<file path="config.mk">
export PLATFORM = sky130hd
export DESIGN_NAME = msx_exec
export DESIGN_NICKNAME = d
export VERILOG_FILES = /design/src/design/msx_pkg.sv /design/src/design/msx_exec.sv
export SDC_FILE = /design/constraint.sdc
export NUM_CORES = 1
export LEC_CHECK = 0
export ABC_CLOCK_PERIOD_IN_PS = 7200
export BUFFER_PORTS_ARGS = -buffer_cell sky130_fd_sc_hd__buf_2
export CAP_MARGIN = 10
export CORE_MARGIN = 2
export CORE_UTILIZATION = 50
export DETAILED_ROUTE_END_ITERATION = 10
export PLACE_DENSITY = 0.77
export SLEW_MARGIN = 20
export SYNTH_ARGS = -nofsm -noshare
export SYNTH_HDL_FRONTEND = slang
export SYNTH_SLANG_ARGS = --single-unit
</file>
<file path="constraint.sdc">
create_clock -name vclk -period 7.2
set_clock_uncertainty 0.05 [all_clocks]
set_input_delay 0.72 -clock vclk [all_inputs]
set_output_delay 0.72 -clock vclk [all_outputs]
set_load 0.05 [all_outputs]
</file>
<file path="src/design/msx_pkg.sv">
// Shared definitions for the MIPS subset execute unit: sizes, command and
// status codes, and the result record passed from the execute logic.
// Depends on nothing; every other design file imports it.
`default_nettype none

package msx_pkg;

  // Data memory size in words and its address width.
  localparam int unsigned MEM_WORDS = 1024;
  localparam int unsigned MEM_AW    = $clog2(MEM_WORDS);

  // Stream payload widths, rounded up to whole bytes.
  localparam int unsigned S_TDATA_W = 88;
  localparam int unsigned M_TDATA_W = 120;

  // Instruction codes.
  typedef enum logic [3:0] {
    CMD_ADD  = 4'd0,
    CMD_SUB  = 4'd1,
    CMD_AND  = 4'd2,
    CMD_OR   = 4'd3,
    CMD_SLT  = 4'd4,
    CMD_JR   = 4'd5,
    CMD_ADDI = 4'd6,
    CMD_LW   = 4'd7,
    CMD_SW   = 4'd8,
    CMD_BEQ  = 4'd9,
    CMD_J    = 4'd10,
    CMD_JAL  = 4'd11
  } cmd_e;

  // Completion status of one instruction.
  typedef enum logic [1:0] {
    ST_OK   = 2'd0,
    ST_OVF  = 2'd1,
    ST_ADDR = 2'd2
  } status_e;

  // Outcome of executing one instruction, before the load data is known.
  typedef struct packed {
    status_e     status;
    logic [31:0] npc;
    logic        reg_wr;
    logic [4:0]  widx;
    logic [31:0] wval;
    logic        ld;
    logic        mem_wr;
    logic        mem_acc;
    logic [32:0] maddr;
    logic [31:0] mval;
  } exec_t;

endpackage

`default_nettype wire

</file>
<file path="src/design/msx_exec.sv">
// Execute logic of the MIPS subset unit: ALU, overflow and address checks,
// next program counter. Purely combinational; imports msx_pkg.
// Load data is merged later by the top level.
`default_nettype none

module msx_exec (
  input  msx_pkg::cmd_e       cmd_i,
  input  logic signed [31:0]  a_i,
  input  logic signed [31:0]  b_i,
  input  logic [4:0]          rt_i,
  input  logic [4:0]          rd_i,
  input  logic signed [31:0]  imm_i,
  input  logic signed [31:0]  jt_i,
  input  logic [31:0]         pc_i,
  output msx_pkg::exec_t      res_o
);
  import msx_pkg::*;

  localparam logic signed [34:0] PcLim  = 35'(4 * MEM_WORDS);
  localparam logic signed [32:0] MemLim = 33'(MEM_WORDS);

  logic signed [32:0] add_s;
  logic signed [32:0] sub_s;
  logic signed [32:0] addi_s;
  logic signed [34:0] a_x;
  logic signed [34:0] br_t;
  logic signed [34:0] jt_t;
  logic [31:0]        seq;
  logic               mem_bad;
  exec_t              r;
  status_e            st;

  // Wide sums, so that overflow and out-of-range addresses are visible.
  assign add_s  = {a_i[31], a_i} + {b_i[31], b_i};
  assign sub_s  = {a_i[31], a_i} - {b_i[31], b_i};
  assign addi_s = {a_i[31], a_i} + {imm_i[31], imm_i};
  assign a_x    = {{3{a_i[31]}}, a_i};
  assign br_t   = {3'b000, pc_i} + {imm_i[31], imm_i, 2'b00};
  assign jt_t   = {jt_i[31], jt_i, 2'b00};
  assign seq    = pc_i + 32'd4;
  assign mem_bad = addi_s[32] || (addi_s >= MemLim);

  // Decode and evaluate the instruction, squash everything on an error, skip writes to register zero.
  always_comb begin
    r        = '0;
    r.status = ST_OK;
    r.npc    = seq;
    case (cmd_i)
      CMD_ADD: begin
        r.wval   = add_s[31:0];
        r.widx   = rd_i;
        r.reg_wr = 1'b1;
        if (add_s[32] != add_s[31]) r.status = ST_OVF;
      end
      CMD_SUB: begin
        r.wval   = sub_s[31:0];
        r.widx   = rd_i;
        r.reg_wr = 1'b1;
        if (sub_s[32] != sub_s[31]) r.status = ST_OVF;
      end
      CMD_AND: begin
        r.wval   = a_i & b_i;
        r.widx   = rd_i;
        r.reg_wr = 1'b1;
      end
      CMD_OR: begin
        r.wval   = a_i | b_i;
        r.widx   = rd_i;
        r.reg_wr = 1'b1;
      end
      CMD_SLT: begin
        r.wval   = {31'd0, (a_i < b_i)};
        r.widx   = rd_i;
        r.reg_wr = 1'b1;
      end
      CMD_JR: begin
        if (a_x < 0 || a_x >= PcLim) r.status = ST_ADDR;
        else r.npc = a_i;
      end
      CMD_ADDI: begin
        r.wval   = addi_s[31:0];
        r.widx   = rt_i;
        r.reg_wr = 1'b1;
        if (addi_s[32] != addi_s[31]) r.status = ST_OVF;
      end
      CMD_LW: begin
        if (mem_bad) begin
          r.status = ST_ADDR;
        end else begin
          r.mem_acc = 1'b1;
          r.ld      = 1'b1;
          r.maddr   = addi_s;
          r.widx    = rt_i;
          r.reg_wr  = 1'b1;
        end
      end
      CMD_SW: begin
        if (mem_bad) begin
          r.status = ST_ADDR;
        end else begin
          r.mem_acc = 1'b1;
          r.mem_wr  = 1'b1;
          r.maddr   = addi_s;
          r.mval    = b_i;
        end
      end
      CMD_BEQ: begin
        if (a_i == b_i) begin
          if (br_t < 0 || br_t >= PcLim) r.status = ST_ADDR;
          else r.npc = br_t[31:0];
        end
      end
      CMD_J, CMD_JAL: begin
        if (jt_t < 0 || jt_t >= PcLim) begin
          r.status = ST_ADDR;
        end else begin
          r.npc = jt_t[31:0];
          if (cmd_i == CMD_JAL) begin
            r.wval   = seq;
            r.widx   = 5'd31;
            r.reg_wr = 1'b1;
          end
        end
      end
      default: ;
    endcase

    st = r.status;
    if (st != ST_OK) begin
      // Failed instruction: no state change, pc stays put.
      r        = '0;
      r.status = st;
      r.npc    = pc_i;
    end else if (r.widx == 5'd0) begin
      // Register zero is never written.
      r.reg_wr = 1'b0;
      r.wval   = '0;
    end
    res_o = r;
  end

endmodule

`default_nettype wire

</file>
==> run summary <==
Post-route ant nets: 0
PortBufs: 292
Critical path type: in2out
Largest net degree at the start of global routing: 34
CP startpoint kind: input port
Cell variety after synth: 77
Rows: 55
Final Max Tran Viols: 0
Drt drc: 0
Total setup buffers inserted after CTS: 0
Clock buffers: 0
Net count, final: 2353
Max cap viols: 0
Final wirelength: 53100 um
Leak: 0.00613 uW
Via count: 15600
Met1 Use GR: 0.547
PnR worst setup slack: 0.469 ns
GR Util met3: 0.0461
Total grt overflow: 0
GPL Wtd Cong: 1.00
Area delta synth->final: 14.0%
Post-Syn Area: 0.0115 mm^2
Vias per inst: 6.79
Die area: 0.0243 mm^2
TNS Setup: 0 ns
Antenna violations before repair: 1
GRT Total Usage: 0.410
Max Freq: 0.149 GHz
Largest cells by area after synthesis: ha_1 17%, a21oi_1 7.2%, nor2_1 5.0%, nand2_1 4.5%, o21ai_0 4.4%
Required time of the critical path: 6.43 ns
Vias in the first global route: 14200
Post-synthesis sequential area ratio: 0
Die height: 156 um
Max IR drop VDD: 0.0574 mV
Drt wl/cell: 23.1 um
Status: complete, no violations
Detailed Routing Iterations Pass 1: 7
Cell taking the most area after synthesis: ha_1
Register area: 0 um^2
Final Critical Period: 6.73 ns
Most frequent cells after synthesis: 165 x a21oi_1, 161 x ha_1, 153 x nor2_1, 139 x nand2_1, 134 x inv_1
Avg Inst Size Synth: 6.42 um^2
CP Data Arrival Time: 5.96 ns
Final period utilization: 0.935
Critical Path Sink Type: primary output
Hold/Removal Path Class: in2out
Fin cells: 2298
Initial Util: 0.509
Die Wd: 156 um
Hold-fix buffers, CTS: 0
Count leader, synth: a21oi_1
Power per Cell Area: 93.0 mW/mm^2
# fillers: 2333
Met2 Resource Use GR: 0.663
Max_slew headroom: 0.204
Dpl ws: 0.580 ns
# setup viols final: 0
Busiest grt layer: met2
Final Hold Viols: 0
Number of top-level pins: 314
Post-DP HPWL: 43300 um
Layout cell share with drive strength beyond 1: 0.172
Worst Tran Pin Value: 1.19 ns
Total core area: 0.0226 mm^2
Peak fanout along the critical path: 33
Cells after Synth: 1794
Yosys warns: 0
PostCTS Resize Cnt: 0
Synth top area share: 0.175
First-pass GRT wire length: 79100 um
Initial DRC count: 2090
Worst Hold Depth: 4
RSZ-0062 raised after global routing: false
Cell total after placement: 2297
Seq Cell Count: 0
[worst paths after layout]
kind / startpoint / to
worst max-delay path: imm_i[0] / res_o[93]
worst min-delay path: rd_i[0] / res_o[100]
[worst max-delay path, stage by stage]
cell and delay, ns:
buf_2 0.13, ha_1 0.17, inv_1 0.05, fa_1 0.44, nor2b_1 0.20, o31a_1 0.27
o21ai_1 0.20, o31ai_1 0.70, a211oi_1 0.19, nor2_1 0.19, ha_1 0.20, nand3_1 0.07
nor4b_1 0.29, nand4b_1 0.23, o31ai_2 0.67, a31oi_4 0.49, a211oi_1 0.40, buf_2 0.31
[cell type report]
type               count  area [um^2]  area share
diodes                 1         2.50    0.000191
multi-input cells   1557        10600       0.806
repair buffers       320         1680       0.128
inverters            135          507      0.0386
well taps            285          357      0.0272
[metrics by stage]
stage / power, uW / instance area [um^2] / utilization / hold slack, ns
2_1_floorplan: 818 / 11600 / - / 1.67
3_3_place_gp: 1170 / 13100 / 0.580 / 1.82
3_5_place_dp: 1180 / 13100 / 0.580 / 1.82
4_1_cts: 1180 / 13100 / 0.580 / 1.82
5_1_grt: 1300 / 13100 / 0.580 / 1.83
6_report: 1220 / 13100 / 0.580 / 1.82
[metal layers]
metal	up-vias	share of wire	wire length, um
met5	-	0	0
met4	0	0.054	2880
met3	176	0.11	5890
met2	1051	0.44	23400
met1	7242	0.40	21000
li1	7131	-	-
[kinds of logic (layout without fill, tap and decap cells)]
| logic type | after synthesis | count (layout) | share of synthesized area |
|---|---|---|---|
| buffers and inverters | 258 | 455 | 0.0924 |
| other | 1 | 23 | 0.000326 |
| xor gates and xnor gates | 75 | 75 | 0.0570 |
| and+or+nand+nor | 628 | 628 | 0.269 |
| AOI/OAI and AO/OA | 653 | 653 | 0.386 |
| muxes | 14 | 14 | 0.0125 |
| adders and majority gates | 165 | 165 | 0.182 |
[cells in the final DEF, fill, tap and decap left out, types with 19 or more instances in the layout]
master	n
o22ai_1	19
a21o_1	42
a31oi_1	28
nor3_1	69
a221o_1	20
o221ai_1	43
o21ai_0	102
xor2_1	25
ha_1	161
buf_2	292
buf_4	27
nor4_1	27
a211oi_1	31
o21bai_1	25
a221oi_1	28
a21oi_1	165
nand4_1	30
nand2b_1	22
o211ai_1	29
nand2_1	139
xnor2_1	50
inv_1	134
and2_1	43
nor2_1	153
nand3_1	55
conb_1	22
[where the power goes]
part	internal [uW]	switching [uW]
registers	0	0
logic	389	833
clock network	0.0000186	0
No activity file was read; power rests on OpenSTA's default activity.
